`src/rtl/sace_pkg.sv`:
```
// ----------------------------------------------------------------------------
// sace_pkg: shared types and constants for the size-aware eviction cache
// Request and response beats, scan token, slot write command, codes.
// ----------------------------------------------------------------------------
package sace_pkg;

   localparam logic [23:0] CAPACITY_RESET = 24'(10 * 1024 * 1024);
   localparam logic [23:0] MAX_ITEM_RESET = 24'(500 * 1024);
   localparam int          KB_SHIFT       = 10;

   localparam int          CSR_IDX_W      = 2;
   localparam logic [CSR_IDX_W-1:0] CSR_CAPACITY = 2'd0;
   localparam logic [CSR_IDX_W-1:0] CSR_MAX_ITEM = 2'd1;

   typedef enum logic [2:0] {
      ST_EVICTED  = 3'd0,
      ST_HIT      = 3'd1,
      ST_INSERTED = 3'd2,
      ST_TOO_BIG  = 3'd3,
      ST_NO_ROOM  = 3'd4
   } status_type;

   typedef enum logic [1:0] {
      FSM_IDLE,
      FSM_SCAN,
      FSM_DECIDE
   } fsm_type;

   typedef enum logic [1:0] {
      WR_NONE,
      WR_TIME,
      WR_ENTRY
   } wr_op_type;

   typedef struct packed {
      logic [31:0] item_id;
      logic [23:0] item_bytes;
      logic [31:0] time_now;
   } req_type;

   typedef struct packed {
      status_type  status;
      logic [31:0] evicted_id;
      logic [23:0] evicted_bytes;
      logic        last;
   } rsp_type;

   typedef struct packed {
      logic [31:0] id;
      logic [31:0] stamp;
      logic [23:0] bytes;
   } entry_type;

   typedef struct packed {
      wr_op_type op;
      entry_type data;
   } wr_type;

   // running result handed from cell to cell
   typedef struct packed {
      logic               found;
      logic signed [23:0] score;
      logic [31:0]        id;
      logic [23:0]        bytes;
      logic               hit;
   } token_type;

endpackage

```
`src/rtl/sace_cell.sv`:
```
// ----------------------------------------------------------------------------
// sace_cell: one cache slot of the scan chain
// Holds one entry, scores it against the current request and forwards the
// best-so-far token, its slot index and the first hit to the next cell.
// ----------------------------------------------------------------------------
module sace_cell #(
   parameter int ENTRIES  = 16,
   parameter int CELL_IDX = 0,
   localparam int IDX_W   = $clog2(ENTRIES),
   localparam int CNT_W   = $clog2(ENTRIES + 1)
) (
   input  logic                  clock,
   input  sace_pkg::req_type     req_i,
   input  logic [CNT_W-1:0]      count_i,
   input  sace_pkg::wr_type      wr_i,
   input  logic [IDX_W-1:0]      wr_idx_i,
   input  sace_pkg::token_type   tok_i,
   input  logic [IDX_W-1:0]      hit_idx_i,
   input  logic [IDX_W-1:0]      vic_idx_i,
   output sace_pkg::token_type   tok_o,
   output logic [IDX_W-1:0]      hit_idx_o,
   output logic [IDX_W-1:0]      vic_idx_o,
   output sace_pkg::entry_type   entry_o
);

   localparam logic [IDX_W-1:0] MY_IDX = IDX_W'(CELL_IDX);

   sace_pkg::entry_type  entry_ff;
   sace_pkg::token_type  tok_ff, tok_in;
   logic [IDX_W-1:0]     hit_idx_ff, hit_idx_in;
   logic [IDX_W-1:0]     vic_idx_ff, vic_idx_in;

   logic                 active;
   logic [31:0]          age;
   logic signed [31:0]   age_sh;
   logic signed [14:0]   delta;
   logic signed [16:0]   pen;
   logic signed [23:0]   score;

   assign active = (CNT_W'(CELL_IDX) < count_i);

   // score: age in 1024 ms units minus kilobyte gap, gap doubled when smaller
   always_comb begin
      age    = req_i.time_now - entry_ff.stamp;
      age_sh = $signed(age) >>> sace_pkg::KB_SHIFT;
      delta  = $signed({1'b0, entry_ff.bytes[23:sace_pkg::KB_SHIFT]})
             - $signed({1'b0, req_i.item_bytes[23:sace_pkg::KB_SHIFT]});
      if (delta[14]) begin
         pen = (17'sd0 - 17'(delta)) <<< 1;
      end else begin
         pen = 17'(delta);
      end
      score = 24'(age_sh) - 24'(pen);
   end

   always_comb begin
      tok_in     = tok_i;
      hit_idx_in = hit_idx_i;
      vic_idx_in = vic_idx_i;
      if (active) begin
         if (!tok_i.hit && entry_ff.id == req_i.item_id) begin
            tok_in.hit = 1'b1;
            hit_idx_in = MY_IDX;
         end
         if (!tok_i.found || score > tok_i.score) begin
            tok_in.found = 1'b1;
            tok_in.score = score;
            tok_in.id    = entry_ff.id;
            tok_in.bytes = entry_ff.bytes;
            vic_idx_in   = MY_IDX;
         end
      end
   end

   always_ff @(posedge clock) begin
      tok_ff     <= tok_in;
      hit_idx_ff <= hit_idx_in;
      vic_idx_ff <= vic_idx_in;
      if (wr_idx_i == MY_IDX) begin
         if (wr_i.op == sace_pkg::WR_TIME) begin
            entry_ff.stamp <= wr_i.data.stamp;
         end else if (wr_i.op == sace_pkg::WR_ENTRY) begin
            entry_ff <= wr_i.data;
         end
      end
   end

   assign tok_o     = tok_ff;
   assign hit_idx_o = hit_idx_ff;
   assign vic_idx_o = vic_idx_ff;
   assign entry_o   = entry_ff;

endmodule
```
`config.mk`:
```
export PLATFORM = sky130hd
export DESIGN_NAME = sace_cell
export DESIGN_NICKNAME = d
export VERILOG_FILES = /design/src/rtl/sace_pkg.sv /design/src/rtl/sace_cell.sv
export SDC_FILE = /design/constraint.sdc
export NUM_CORES = 1
export LEC_CHECK = 0
export BUFFER_PORTS_ARGS = -buffer_cell sky130_fd_sc_hd__buf_2
export CAP_MARGIN = 10
export CORE_ASPECT_RATIO = 0.5
export CORE_MARGIN = 8
export CORE_UTILIZATION = 45
export DETAILED_ROUTE_END_ITERATION = 7
export PLACE_DENSITY = 0.76
export SYNTH_ARGS = -nofsm -noshare
export SYNTH_HDL_FRONTEND = slang
export SYNTH_SLANG_ARGS = --single-unit
```
`constraint.sdc`:
```
create_clock -name clock -period 20 [get_ports clock]
set_input_delay 2 -clock clock [delete_from_list [all_inputs] [get_ports clock]]
set_output_delay 2 -clock clock [all_outputs]
set_load 0.005 [all_outputs]
```
=== After elaboration in Yosys (flattened, before gate mapping) ===
Index checks and enable logic that the tools add are counted.

* Register bits after elaboration: 178
* Output and inout bits: 178
* Word-level logic and storage cells: 38

* Add/subtract/negate cells: 4
* Order comparisons: 2
* Equality and inequality tests: 3
* Muxes and demuxes: 10
* Bitwise gates (word level): 1
* Reductions and logical operators: 8

{| class="wikitable"
|+ Operators with widths
! operator !! count
|-
| two-way mux 82 bit || 1
|-
| two-way mux 81 bit || 1
|-
| two-way mux 56 bit || 1
|-
| equality test 32 bit || 1
|-
| two-way mux 32 bit || 1
|-
| subtractor 32 bit || 1
|-
| greater-than comparator 23 x 24 -> 1 bit || 1
|-
| subtractor 22 x 17 -> 23 bit || 1
|-
| two-way mux 17 bit || 1
|-
| two-way mux 4 bit || 4
|-
| subtractor 1 x 15 -> 16 bit, first input constant || 1
|-
| subtractor 14 x 14 -> 15 bit || 1
|-
| less-than comparator 1 x 5 -> 1 bit, first input constant || 1
|-
| zero test 4 bit || 1
|-
| AND reduction 3 bit || 1
|-
| equality test 2 x 1 -> 1 bit, second input constant || 1
|-
| equality test 2 bit, second input constant || 1
|-
| zero test 1 bit || 2
|-
| AND reduction 2 bit || 1
|-
| nonzero test 2 bit || 1
|-
| logical AND 1 bit || 1
|-
| logical OR 1 bit || 1
|-
| two-way mux 1 bit || 1
|-
| NOT 1 bit || 1
|}

=== Longest topological paths before layout ===
* Word-level depth: 8
* Depth in mapped cells: 34
* Gate-level depth less buffers: 30

=== Least setup slack after synthesis ===
Ideal clock, no wire load.

* Kind: input port to flip-flop
* From: input port req_i[42] in the netlist's numbering
* To: register tok_ff (netlist bit tok_o[74])
* Setup time: 0.121 ns
* Arrival: 7.971 ns
* Setup slack: 11.908 ns
* Stages: 32
* Cell sequence: ha_1 -> inv_1 -> fa_1 -> a211oi_1 -> o21ai_1 -> a31o_2 -> a211oi_1 -> o21ai_0 -> a21oi_1 -> buf_2 -> buf_2 -> nor2_1 -> ha_1 -> fa_1 -> nor2b_1 -> o2111ai_1 -> nand4_1 -> a211oi_2 -> o31ai_1 -> a31oi_1 -> nand2b_1 -> a31o_2 -> ha_1 -> nand2_1 -> nor4_1 -> and4_1 -> o31a_1 -> or3_1 -> and3b_1 -> buf_6 -> buf_6 -> mux2_4

{| class="wikitable"
|+ RTL lines
! what !! RTL line !! source
|-
| start, declared || sace_cell.sv:13 || <nowiki>input sace_pkg::req_type req_i,</nowiki>
|-
| end signal, assigned || sace_cell.sv:76 || <nowiki>tok_ff <= tok_in;</nowiki>
|-
| end, declared || sace_cell.sv:29 || <nowiki>sace_pkg::token_type tok_ff, tok_in;</nowiki>
|}

==> metrics.yaml <==
route:
  totalWireLength_mm: 33.18
  drc_errors: 0
  antenna_left: 0
  firstDrtPassIters: 5
  vias_per_cell: 5.076
  vias: 8934
  drt_iter0_drc: 625
  detail_route.wl_per_cell_microns: 18.85
pwr:
  p_sw_frac: 0.3235
  switching_power_w: 0.0003833
  p_comb_frac: 0.351
  p_leak_nw: 6.757
  ir_drop_mv: 0.05054
  seqPwrFrac: 0.375
  internal_power_w: 0.0008016
  power_frac_clock: 0.275
  p_per_area_nw_per_um2: 87.34
yosys:
  synth-main-ff-cell: "dfxtp_1"
  ys_types: 62
  synth_top_family_by_area: "compound AO/OA/AOI/OAI gates"
  netlist_area_sq_um: 10480
  synth_xor_xnor_area_share: 0.06934
  synth_top_area_cell: "edfxtp_1"
  yosys.area_share.adder: 0.1148
  synth.avg_cell_area_sq_um: 10.70
  synth_top_area_frac: 0.2521
  synth-seq-area-share: 0.4239
  post_synth_and_or_nand_nor_area_fraction: 0.1172
  postSynthCellCount: 980
  synthArstFlopShare: 0
  synth_mux_area_frac: 0.09500
  synth-warning-count: 0
  synthTopCellsByArea: "edfxtp_1, dfxtp_1, ha_1, mux2_4, xor2_1"
  synth-compound-area-share: 0.1275
  synth-seq-cells: 178
  synth-edff-count: 88
final_layout:
  layout-drive-gt1-share: 0.3866
  nets: 1811
  final_common_cell: "buf_2"
  syn_to_final_growth_pct: 29.41
  layout_common_cells: "buf_2, inv_1, ha_1"
worst_setup_path:
  worstSetupStartpointType: "primary input"
  crit_path_max_incr_delay_ns: 0.83
  worstPathMaxFanout: 59
  crit_type: "in2reg"
  critical_path_arrival_ns: 10.02
  setup.worst_path.end_class: "flip-flop"
  slowest_stage: "buf_4"
  path_delay_family: "compound AO/OA/AOI/OAI gates"
  crit_required_ns: 20.33
  critPathBufInv: 4
  crit_path_frequent_cell: "ha_1"
run_status:
  outcome: "finished, final reports clean"
clock_tree:
  cts-root-buf: "clkbuf_16"
  post-cts-setup-buffers: 0
  h-tree-depth: 4
  cts_buffers: 17
  cts-resized-gates: 0
  clk_latency_ns: 0.44
  cts_sinks: 178
  hold_buffers: 0
  clkTransAtPathRegs_ns: 0.07
  cts_tree: "done"
  cts_buffer_depth: 2
min_path:
  hp-class: "reg2reg"
timing:
  skew_ns: 0.01213
  hold_violations: 0
  setup_tns_ns: 0
  post-route-period-util: 0.4843
  max_freq_mhz: 103.2
  drv_slew: 0
  slew_headroom: 0.3977
  worstMarginPinSlew_ns: 0.9035
  rsz0062_at_grt: "false"
  setup_ws_ns: 10.31
  fin_crit_ns: 9.687
  finalSetupViolCount: 0
grt:
  grt_max_degree: 60
  grt_pass1_vias: 9047
  grtUsageTotal: 0.2154
  grt_pass1_wl_mm: 48.65
  antenna_found_initial: 3
  grt.overflow.total: 0
die:
  io_pins: 456
  core_sq_um: 22840
  row_count: 39
  dieWidth_microns: 231.9
  initial_core_util: 0.4591
  die_y_microns: 123.9
  die-area_sq_um: 28730
placed_design:
  place_ws_ns: 9.938
  place.gp.congestion: 0.9579
  portBuffers: 445
  hpwl_mm: 27.60
job:
  maxCapViolCount: 0
-- registers in the layout (all words and copies together) (netlist names) --
| name | flops |
|---|---|
| hit_idx_o | 4 |
| entry_o | 88 |
| tok_o | 82 |
| vic_idx_o | 4 |
-- per-stage QoR --
step | power, W | cells | hold slack, ns | cell area (sq um) | util
global route | 0.001250 | 1760 | 0.5169 | 13570 | 0.5941
detailed placement | 0.0008645 | 1725 | 0.4947 | 12990 | 0.5688
global placement | 0.0008508 | 1725 | 0.4784 | 12990 | 0.5688
floorplan | 0.0007294 | 985 | 0.5053 | 10500 | -
finish | 0.001185 | 1760 | 0.4957 | 13570 | 0.5941
CTS | 0.001193 | 1757 | 0.4994 | 13550 | 0.5932
-- worst paths after layout --
path                                  end  depth (start not counted)  slack (ns)         from
worst min register to register  tok_o[10]                          1        0.50   entry_o[9]
worst min-delay path            tok_o[10]                          1        0.50   entry_o[9]
worst max-delay path            tok_o[12]                         30       10.31    req_i[42]
worst max register to register  tok_o[12]                         30       11.46  entry_o[10]
-- cells in the mapped netlist, types with 3 or more instances --
library cell and instances:
and2_1 5, or2_2 4, xnor2_1 37, nand2b_1 8
inv_1 97, a311oi_1 3, o21ai_1 3, o21a_1 14
a31o_2 5, nor4_1 9, mux2i_1 5, a21oi_1 55
a2111o_1 3, nand2_1 52, or4_1 4, nor2b_1 49
mux2_4 63, o21ai_0 48, a31oi_1 7, ha_1 93
nand3_1 12, or3_1 3, xor2_1 46, nor3_1 13
o31a_1 3, nor2_1 46, a21o_1 19, nand4_1 16
dfxtp_1 90, a211oi_1 5, o211ai_1 9, buf_2 3
o21bai_1 6, edfxtp_1 88, clkbuf_1 6, buf_12 6
o31ai_1 4, and3_1 8
-- power by group through the flow --
stage	logic, W	registers, W	clock network (W)
3_5_place_dp	0.000412	0.000453	0
6_report	0.000415	0.000444	0.000325
2_1_floorplan	0.000270	0.000460	0
3_3_place_gp	0.000401	0.000450	0
4_1_cts	0.000414	0.000445	0.000334
5_1_grt	0.000455	0.000448	0.000347
-- cell type report --
| cell class | count | area [sq um] |
|---|---|---|
| multi-input combinational | 693 | 5532 |
| clock inverter | 12 | 121.4 |
| timing repair buffer | 451 | 2280 |
| clock buffer | 20 | 436.7 |
| inverter | 97 | 364.1 |
| antenna | 2 | 5.005 |
| tap | 307 | 384.1 |
| sequential | 178 | 4444 |
| fill | 1989 | 9270 |
-- layer usage --
| metal | wire, microns | track usage |
|---|---|---|
| met4 | 628 | 0.06888 |
| met1 | 13370 | 0.2540 |
| met2 | 16860 | 0.3810 |
| met3 | 2314 | 0.06094 |
| met5 | 13 | 0 |
-- kinds of logic after synthesis --
kind of cell / after synthesis
AO/OA/AOI/OAI: 204
XOR/XNOR: 83
adder cells (fa/ha/maj): 95
buffers and inverters: 114
flip-flops: 178
multiplexers: 68
other: 1
AND/OR/NAND/NOR: 237
Note: power is estimated with default switching activity, not from simulation.
